--- src/rtl/core/gec_pkg.sv ---
// ----------------------------------------------------------------------------
// gec_pkg
// shared types and constants of the gimbal end-stop calibration block
// ----------------------------------------------------------------------------
package gec_pkg;

  typedef enum logic [2:0] {
    PH_YAW_POS,
    PH_YAW_NEG,
    PH_PIT_POS,
    PH_PIT_NEG,
    PH_DONE
  } phase_t;

  localparam int unsigned CFG_INDEX_WIDTH = 2;
  localparam int unsigned CFG_DATA_WIDTH  = 31;

  localparam logic [CFG_INDEX_WIDTH-1:0] REG_STILL_LIMIT   = 2'd0;
  localparam logic [CFG_INDEX_WIDTH-1:0] REG_SETTLE_TICKS  = 2'd1;
  localparam logic [CFG_INDEX_WIDTH-1:0] REG_DRIVE_CURRENT = 2'd2;

  localparam int unsigned STILL_WIDTH  = 31;
  localparam int unsigned SETTLE_WIDTH = 16;
  localparam int unsigned DRIVE_WIDTH  = 15;
  localparam int unsigned CMD_WIDTH    = 16;
  localparam int unsigned IO_WIDTH     = 32;

  localparam logic [STILL_WIDTH-1:0]  STILL_RESET  = 31'd65536;
  localparam logic [SETTLE_WIDTH-1:0] SETTLE_RESET = 16'd200;
  localparam logic [DRIVE_WIDTH-1:0]  DRIVE_RESET  = 15'd3000;

endpackage

--- src/rtl/core/gimbal_endstop_calibration.sv ---
// ----------------------------------------------------------------------------
// gimbal_endstop_calibration
// finds the four mechanical end-stops of a yaw/pitch gimbal
// ----------------------------------------------------------------------------
// One input word per control tick carries the yaw and pitch encoder angles
// (signed Q16.16). Each word gives exactly one output word with the motor
// current commands, the calibrating and done flags, the four recorded limits
// and, once done, the floor midpoints of both axes.
// Both channels use valid/stall; a word moves when valid is high and stall is
// low. An input word is held in an input register, then one pass of compare,
// count and add logic updates the phase state and fills the output register.
// An accepted word passes through the input register and then the output
// register. Throughput is one word per cycle while out_stall is low. The
// output register frees as its word is taken, so a new input is accepted in
// the same cycle the previous result leaves.
// When the receiver stalls, the output word holds and the input register
// fills; in_stall then rises until the output drains.
// Reset restores the register defaults, returns to the yaw positive drive
// phase and clears the stall counter, the previous angles and all limits.
// Configuration writes take effect at once and are meant for idle periods.
// ----------------------------------------------------------------------------
module gimbal_endstop_calibration #(
  parameter int unsigned ANGLE_WIDTH = 32
) (
  input  logic                                  clk,
  input  logic                                  rst,
  input  logic                                  cfg_write,
  input  logic [gec_pkg::CFG_INDEX_WIDTH-1:0]   cfg_index,
  input  logic [gec_pkg::CFG_DATA_WIDTH-1:0]    cfg_data,
  input  logic                                  in_valid,
  output logic                                  in_stall,
  input  logic signed [gec_pkg::IO_WIDTH-1:0]   yaw_enc,
  input  logic signed [gec_pkg::IO_WIDTH-1:0]   pitch_enc,
  output logic                                  out_valid,
  input  logic                                  out_stall,
  output logic signed [gec_pkg::CMD_WIDTH-1:0]  yaw_drive,
  output logic signed [gec_pkg::CMD_WIDTH-1:0]  pitch_drive,
  output logic                                  calibrating,
  output logic                                  done_res,
  output logic signed [gec_pkg::IO_WIDTH-1:0]   yaw_upper,
  output logic signed [gec_pkg::IO_WIDTH-1:0]   yaw_lower,
  output logic signed [gec_pkg::IO_WIDTH-1:0]   pitch_upper,
  output logic signed [gec_pkg::IO_WIDTH-1:0]   pitch_lower,
  output logic signed [gec_pkg::IO_WIDTH-1:0]   yaw_middle,
  output logic signed [gec_pkg::IO_WIDTH-1:0]   pitch_middle
);
  import gec_pkg::*;

  localparam int unsigned AW = ANGLE_WIDTH;
  localparam int unsigned XW = AW + IO_WIDTH;

  // configuration
  logic [STILL_WIDTH-1:0]  still_limit;
  logic [SETTLE_WIDTH-1:0] settle_ticks;
  logic [DRIVE_WIDTH-1:0]  drive_current;

  // input register
  logic                       in_reg_valid;
  logic signed [IO_WIDTH-1:0] in_reg_yaw;
  logic signed [IO_WIDTH-1:0] in_reg_pitch;

  // state
  phase_t                phase;
  phase_t                phase_next;
  logic [SETTLE_WIDTH-1:0] stall_count;
  logic [SETTLE_WIDTH-1:0] stall_count_next;
  logic signed [AW-1:0]  yaw_previous;
  logic signed [AW-1:0]  pitch_previous;
  logic signed [AW-1:0]  yaw_upper_limit;
  logic signed [AW-1:0]  yaw_lower_limit;
  logic signed [AW-1:0]  pitch_upper_limit;
  logic signed [AW-1:0]  pitch_lower_limit;
  logic signed [AW-1:0]  yaw_upper_limit_next;
  logic signed [AW-1:0]  yaw_lower_limit_next;
  logic signed [AW-1:0]  pitch_upper_limit_next;
  logic signed [AW-1:0]  pitch_lower_limit_next;

  // datapath
  logic                  out_free;
  logic                  step;
  logic [XW-1:0]         yaw_ext;
  logic [XW-1:0]         pitch_ext;
  logic signed [AW-1:0]  yaw_now;
  logic signed [AW-1:0]  pitch_now;
  logic signed [AW-1:0]  axis_now;
  logic signed [AW-1:0]  axis_prev;
  logic                  axis_still;
  logic [SETTLE_WIDTH-1:0] count_inc;
  logic                  settled;
  logic signed [CMD_WIDTH-1:0] drive_pos;
  logic signed [CMD_WIDTH-1:0] drive_neg;
  logic signed [CMD_WIDTH-1:0] yaw_drive_next;
  logic signed [CMD_WIDTH-1:0] pitch_drive_next;
  logic                  calibrating_next;
  logic                  done_next;
  logic [AW:0]           yaw_sum;
  logic [AW:0]           pitch_sum;
  logic signed [AW-1:0]  yaw_mid;
  logic signed [AW-1:0]  pitch_mid;
  logic [XW-1:0]         yaw_up_x;
  logic [XW-1:0]         yaw_lo_x;
  logic [XW-1:0]         pit_up_x;
  logic [XW-1:0]         pit_lo_x;
  logic [XW-1:0]         yaw_mid_x;
  logic [XW-1:0]         pit_mid_x;

  always_ff @(posedge clk) begin
    if (rst) begin
      still_limit   <= STILL_RESET;
      settle_ticks  <= SETTLE_RESET;
      drive_current <= DRIVE_RESET;
    end else if (cfg_write) begin
      case (cfg_index)
        REG_STILL_LIMIT:   still_limit   <= cfg_data[STILL_WIDTH-1:0];
        REG_SETTLE_TICKS:  settle_ticks  <= cfg_data[SETTLE_WIDTH-1:0];
        REG_DRIVE_CURRENT: drive_current <= cfg_data[DRIVE_WIDTH-1:0];
        default: ;
      endcase
    end
  end

  // handshake
  assign out_free = !out_valid || !out_stall;
  assign step     = in_reg_valid && out_free;
  assign in_stall = in_reg_valid && !out_free;

  always_ff @(posedge clk) begin
    if (rst) begin
      in_reg_valid <= 1'b0;
    end else if (!in_stall) begin
      in_reg_valid <= in_valid;
    end
  end

  always_ff @(posedge clk) begin
    if (in_valid && !in_stall) begin
      in_reg_yaw   <= yaw_enc;
      in_reg_pitch <= pitch_enc;
    end
  end

  // angle wrap to the internal width
  assign yaw_ext   = {{AW{in_reg_yaw[IO_WIDTH-1]}}, in_reg_yaw};
  assign pitch_ext = {{AW{in_reg_pitch[IO_WIDTH-1]}}, in_reg_pitch};
  assign yaw_now   = yaw_ext[AW-1:0];
  assign pitch_now = pitch_ext[AW-1:0];

  assign axis_now  = (phase == PH_YAW_POS || phase == PH_YAW_NEG) ? yaw_now : pitch_now;
  assign axis_prev = (phase == PH_YAW_POS || phase == PH_YAW_NEG) ? yaw_previous
                                                                  : pitch_previous;

  gec_stall_detect #(
    .ANGLE_WIDTH (AW)
  ) u_stall_detect (
    .now_angle   (axis_now),
    .prev_angle  (axis_prev),
    .still_limit (still_limit),
    .still       (axis_still)
  );

  assign count_inc = (stall_count == {SETTLE_WIDTH{1'b1}}) ? stall_count
                                                           : stall_count + SETTLE_WIDTH'(1);
  assign settled   = axis_still && (count_inc > settle_ticks);

  assign drive_pos = {1'b0, drive_current};
  assign drive_neg = -drive_pos;

  assign yaw_sum   = {yaw_upper_limit[AW-1], yaw_upper_limit}
                   + {yaw_lower_limit[AW-1], yaw_lower_limit};
  assign pitch_sum = {pitch_upper_limit[AW-1], pitch_upper_limit}
                   + {pitch_lower_limit[AW-1], pitch_lower_limit};
  assign yaw_mid   = yaw_sum[AW:1];
  assign pitch_mid = pitch_sum[AW:1];

  always_comb begin
    phase_next             = phase;
    stall_count_next       = stall_count;
    yaw_upper_limit_next   = yaw_upper_limit;
    yaw_lower_limit_next   = yaw_lower_limit;
    pitch_upper_limit_next = pitch_upper_limit;
    pitch_lower_limit_next = pitch_lower_limit;
    yaw_drive_next         = '0;
    pitch_drive_next       = '0;
    calibrating_next       = 1'b1;
    done_next              = 1'b0;
    if (axis_still) begin
      stall_count_next = settled ? '0 : count_inc;
    end
    case (phase)
      PH_YAW_POS: begin
        yaw_drive_next = drive_pos;
        if (settled) begin
          yaw_upper_limit_next = yaw_now;
          phase_next           = PH_YAW_NEG;
        end
      end
      PH_YAW_NEG: begin
        yaw_drive_next = drive_neg;
        if (settled) begin
          yaw_lower_limit_next = yaw_now;
          phase_next           = PH_PIT_POS;
        end
      end
      PH_PIT_POS: begin
        pitch_drive_next = drive_pos;
        if (settled) begin
          pitch_upper_limit_next = pitch_now;
          phase_next             = PH_PIT_NEG;
        end
      end
      PH_PIT_NEG: begin
        pitch_drive_next = drive_neg;
        if (settled) begin
          pitch_lower_limit_next = pitch_now;
          phase_next             = PH_DONE;
        end
      end
      default: begin
        stall_count_next = stall_count;
        phase_next       = PH_DONE;
        calibrating_next = 1'b0;
        done_next        = 1'b1;
      end
    endcase
  end

  always_ff @(posedge clk) begin
    if (rst) begin
      phase             <= PH_YAW_POS;
      stall_count       <= '0;
      yaw_previous      <= '0;
      pitch_previous    <= '0;
      yaw_upper_limit   <= '0;
      yaw_lower_limit   <= '0;
      pitch_upper_limit <= '0;
      pitch_lower_limit <= '0;
    end else if (step) begin
      phase             <= phase_next;
      stall_count       <= stall_count_next;
      yaw_previous      <= yaw_now;
      pitch_previous    <= pitch_now;
      yaw_upper_limit   <= yaw_upper_limit_next;
      yaw_lower_limit   <= yaw_lower_limit_next;
      pitch_upper_limit <= pitch_upper_limit_next;
      pitch_lower_limit <= pitch_lower_limit_next;
    end
  end

  // widen to the port width, then keep the low word
  assign yaw_up_x  = {{IO_WIDTH{yaw_upper_limit_next[AW-1]}}, yaw_upper_limit_next};
  assign yaw_lo_x  = {{IO_WIDTH{yaw_lower_limit_next[AW-1]}}, yaw_lower_limit_next};
  assign pit_up_x  = {{IO_WIDTH{pitch_upper_limit_next[AW-1]}}, pitch_upper_limit_next};
  assign pit_lo_x  = {{IO_WIDTH{pitch_lower_limit_next[AW-1]}}, pitch_lower_limit_next};
  assign yaw_mid_x = done_next ? {{IO_WIDTH{yaw_mid[AW-1]}}, yaw_mid} : '0;
  assign pit_mid_x = done_next ? {{IO_WIDTH{pitch_mid[AW-1]}}, pitch_mid} : '0;

  always_ff @(posedge clk) begin
    if (rst) begin
      out_valid <= 1'b0;
    end else if (out_free) begin
      out_valid <= in_reg_valid;
    end
  end

  always_ff @(posedge clk) begin
    if (step) begin
      yaw_drive    <= yaw_drive_next;
      pitch_drive  <= pitch_drive_next;
      calibrating  <= calibrating_next;
      done_res     <= done_next;
      yaw_upper    <= yaw_up_x[IO_WIDTH-1:0];
      yaw_lower    <= yaw_lo_x[IO_WIDTH-1:0];
      pitch_upper  <= pit_up_x[IO_WIDTH-1:0];
      pitch_lower  <= pit_lo_x[IO_WIDTH-1:0];
      yaw_middle   <= yaw_mid_x[IO_WIDTH-1:0];
      pitch_middle <= pit_mid_x[IO_WIDTH-1:0];
    end
  end

endmodule

--- src/rtl/core/gec_stall_detect.sv ---
// ----------------------------------------------------------------------------
// gec_stall_detect
// flags an axis as still when |now - prev| is strictly below the limit
// ----------------------------------------------------------------------------
module gec_stall_detect #(
  parameter int unsigned ANGLE_WIDTH = 32
) (
  input  logic signed [ANGLE_WIDTH-1:0]      now_angle,
  input  logic signed [ANGLE_WIDTH-1:0]      prev_angle,
  input  logic [gec_pkg::STILL_WIDTH-1:0]    still_limit,
  output logic                               still
);
  import gec_pkg::*;

  localparam int unsigned DW = ANGLE_WIDTH + 1;
  localparam int unsigned CW = (DW > STILL_WIDTH) ? DW : STILL_WIDTH;

  logic [DW-1:0] diff;
  logic [DW-1:0] mag;
  logic [CW-1:0] mag_ext;
  logic [CW-1:0] limit_ext;

  assign diff      = {now_angle[ANGLE_WIDTH-1], now_angle}
                   - {prev_angle[ANGLE_WIDTH-1], prev_angle};
  assign mag       = diff[DW-1] ? (~diff + DW'(1)) : diff;
  assign mag_ext   = CW'(mag);
  assign limit_ext = CW'(still_limit);
  assign still     = mag_ext < limit_ext;

endmodule
--- config.mk ---
export PLATFORM = sky130hd
export DESIGN_NAME = gimbal_endstop_calibration
export DESIGN_NICKNAME = d
export VERILOG_FILES = /design/src/rtl/core/gec_pkg.sv /design/src/rtl/core/gimbal_endstop_calibration.sv /design/src/rtl/core/gec_stall_detect.sv
export SDC_FILE = /design/constraint.sdc
export NUM_CORES = 1
export LEC_CHECK = 0
export ABC_AREA = 1
export ABC_CLOCK_PERIOD_IN_PS = 13200
export BUFFER_PORTS_ARGS = -buffer_cell sky130_fd_sc_hd__buf_2
export CAP_MARGIN = 10
export CORE_ASPECT_RATIO = 1.75
export CORE_MARGIN = 3
export CORE_UTILIZATION = 50
export CTS_CLUSTER_DIAMETER = 80
export CTS_CLUSTER_SIZE = 24
export DETAILED_ROUTE_END_ITERATION = 10
export PLACE_DENSITY = 0.77
export SLEW_MARGIN = 10
export SYNTH_ARGS = -nofsm -noshare
export SYNTH_HDL_FRONTEND = slang
export SYNTH_SLANG_ARGS = --single-unit
--- constraint.sdc ---
create_clock -name clk -period 13.2 [get_ports clk]
set_input_delay 0.66 -clock clk [delete_from_list [all_inputs] [get_ports clk]]
set_output_delay 0.66 -clock clk [all_outputs]
set_load 0.01 [all_outputs]
==> reports/metrics.yaml <==
outcome:
  status: "completed"
die:
  die_height_um: 334.0
  coreArea_mm2: 0.06060
  row_count: 119
  initial_core_util_pct: 50.73
  die_x_um: 193.4
  ios: 330
  fp.dieArea_mm2: 0.06461
cts:
  clockRootBuffer: "clkbuf_16"
  cts.repair.resized: 0
  cts.sinks: 565
  htree_levels: 1
  cts_buffers: 28
  cts_buffer_depth: 3
  clock_latency_ns: 0.64
  hold_buffers: 0
  cts_tree: "done"
  post_cts_buffers: 0
  clkTransAtPathRegs_ns: 0.10
placement:
  dpl_cell_area_mm2: 0.03302
  dp_hpwl_um: 73380
  place.gp.congestion: 1.036
  portBuffers: 329
timing:
  finalHoldViolCount: 0
  post-route-period-util_pct: 66.69
  rsz0062_at_grt: "false"
  hold_ws_ns: 0.1955
  setup_violations: 0
  period_minus_slack_ns: 8.804
  slew_headroom_pct: 28.85
  slew_viol_final: 0
  fmax_ghz: 0.1136
  worst_slew_pin_slew_ns: 1.067
  tns_ns: 0
  clock_skew_ns: 0.03671
logic_synthesis:
  synthFlopType: "edfxtp_1"
  syn_avg_cell_area_um2: 7.787
  yosys_warnings: 0
  yosysTopAreaCell: "edfxtp_1"
  synth.cell_area_mm2: 0.03074
  ys_seq_area_share_pct: 46.24
  ys_types: 50
  async_flop_share_pct: 0
  synth_fp_nets: 4196
  synth_edf_count: 290
  synth-seq-cells: 565
  synth_area_leaders: "edfxtp_1, dfxtp_1, nand2_1"
  syn_inst: 3948
  synth_top_cell_area_share_pct: 28.33
critical_path:
  r2r_start: "phase[0]"
  r2r_slack_ns: 4.40
  end_kind: "flop"
  critPathMaxFanout: 71
  startpoint: "phase[0]"
  critPathMaxStageDelay_ns: 0.74
  required_ns: 13.79
  cp_slowest_cell: "buf_4"
  worst-setup-path-type: "reg2reg"
  startpoint_type: "flop"
  crit_path_frequent_cell: "nand2_1"
  cp_data_arrival_time_ns: 9.39
finish:
  final_area_mm2: 0.03389
  final_cell_mix: "nand2_1, nor2_1, inv_1, buf_2, edfxtp_1"
  area_growth_pct: 10.22
  fin_util_pct: 55.92
  final_common_cell: "nand2_1"
  finalNetCount: 4433
  n_fill_cell: 5666
  multiInputGateArea_mm2: 0.01406
  seq_area_mm2: 0.01421
  drive_above_1_share_pct: 10.89
drt:
  drt_wl_total_um: 98500
  drc: 0
  ant_nets: 0
  post_drt_wl_per_cell_um: 19.71
  avgViaCountPerCell: 5.611
  firstDrtPassIters: 6
  drt_iter0_markers: 2187
  vias: 28040
global_route:
  grt_max_degree: 100
  grt_pass1_vias: 26480
  antenna_found_initial: 5
  gr-total-overflow: 0
  grt_pass1_wl_um: 148300
  groute.usage.overall_pct: 29.12
pwr:
  combPwrFrac_pct: 27.0
  max-vdd-ir-drop_v: 0.0001300
  swShare_pct: 34.84
  p_leak_nw: 16.46
  p_int_mw: 2.729
  seqPwrFrac_pct: 48.9
  power_density_mw_per_mm2: 123.6
  power_switching_mw: 1.460
  pwr-share-clk_pct: 24.1
worst_hold_path:
  min_from: "yaw_enc[30]"
  hp-class: "in2reg"
job:
  maxCapViolCount: 0
## area by class of cell
class                   count  area share, %
multi-input cells        2735          41.51
clock buffers              48          2.382
clock inverters             4         0.1477
flip-flops and latches    565          41.95
repair buffers            364          5.642
well taps                 786          2.902
diodes                      4        0.02954
inverters                 491          5.439
## power by group through the flow
| stage | clock network [mW] | logic, mW | registers, mW |
|---|---|---|---|
| 4_1_cts | 1.03 | 1.12 | 2.05 |
| 3_3_place_gp | 0 | 1.09 | 2.09 |
| 2_1_floorplan | 0 | 0.785 | 2.08 |
| 3_5_place_dp | 0 | 1.11 | 2.09 |
| 6_report | 1.01 | 1.13 | 2.05 |
| 5_1_grt | 1.08 | 1.25 | 2.06 |
## critical path: cells and delay by family, from the launching register on
| family | cells | cell delay [ns] |
|---|---|---|
| XOR/XNOR | 1 | 0.22 |
| multiplexers | 1 | 0.39 |
| AO/OA/AOI/OAI | 6 | 1.44 |
| adder cells (fa/ha/maj) | 2 | 0.79 |
| flip-flops | 1 | 0.34 |
| buffers and inverters | 7 | 2.52 |
| AND/OR/NAND/NOR | 22 | 2.89 |
## path summary, 6_finish.rpt
check / to / cells past startpoint
worst max-delay path: yaw_lower_limit[1] / 39
worst min-delay path: in_reg_yaw[30] / 1
worst max register to register: yaw_lower_limit[1] / 39
worst min register to register: settle_ticks[5] / 2
## cells in the mapped netlist, types with 4 or more instances
master and count:
nand2_1 907, nor2_1 579, inv_1 485, edfxtp_1 290
dfxtp_1 275, a21oi_1 242, nand3_1 206, o21ai_0 196
nand4_1 158, ha_1 143, clkbuf_1 116, xor2_1 38
mux2_2 32, mux2i_1 32, o22ai_1 30, nor3_1 27
o21a_1 25, a31oi_1 15, buf_4 15, buf_2 14
buf_1 12, o211ai_1 12, a21boi_0 11, xnor2_1 11
nor4_1 9, o21ai_1 7, a211oi_1 6, nand3b_1 6
o31ai_1 4
## metrics by stage
stage / power (mW) / worst slack (ns) / cells
after floorplan: 2.862 / 4.904 / 3948
after global placement: 3.179 / 4.638 / 4941
after detailed placement: 3.197 / 4.512 / 4941
after CTS: 4.192 / 4.457 / 4993
after global routing: 4.391 / 3.661 / 4993
final: 4.189 / 4.396 / 4997
## cell families (layout without fill, tap and decap cells)
| logic type | after synthesis | count (layout) | synth area share [%] |
|---|---|---|---|
| xor+xnor | 49 | 49 | 1.396 |
| flops | 565 | 565 | 46.24 |
| compound gates | 567 | 567 | 10.09 |
| simple gates | 1909 | 1909 | 25.89 |
| buf+inv | 648 | 907 | 8.152 |
| other cells | 0 | 4 | 0 |
| mux | 64 | 64 | 2.214 |
| fa+ha+maj | 146 | 146 | 6.015 |
## metal layers
metal  wire, µm  vias up  GRT usage [%]
met3       6886      349          4.495
li1           -    13530              -
met1      35050    12910          31.62
met5         12        -              0
met4       8365        2          20.79
met2      48190     1242          51.68
Power figures use the tool's default switching activity.
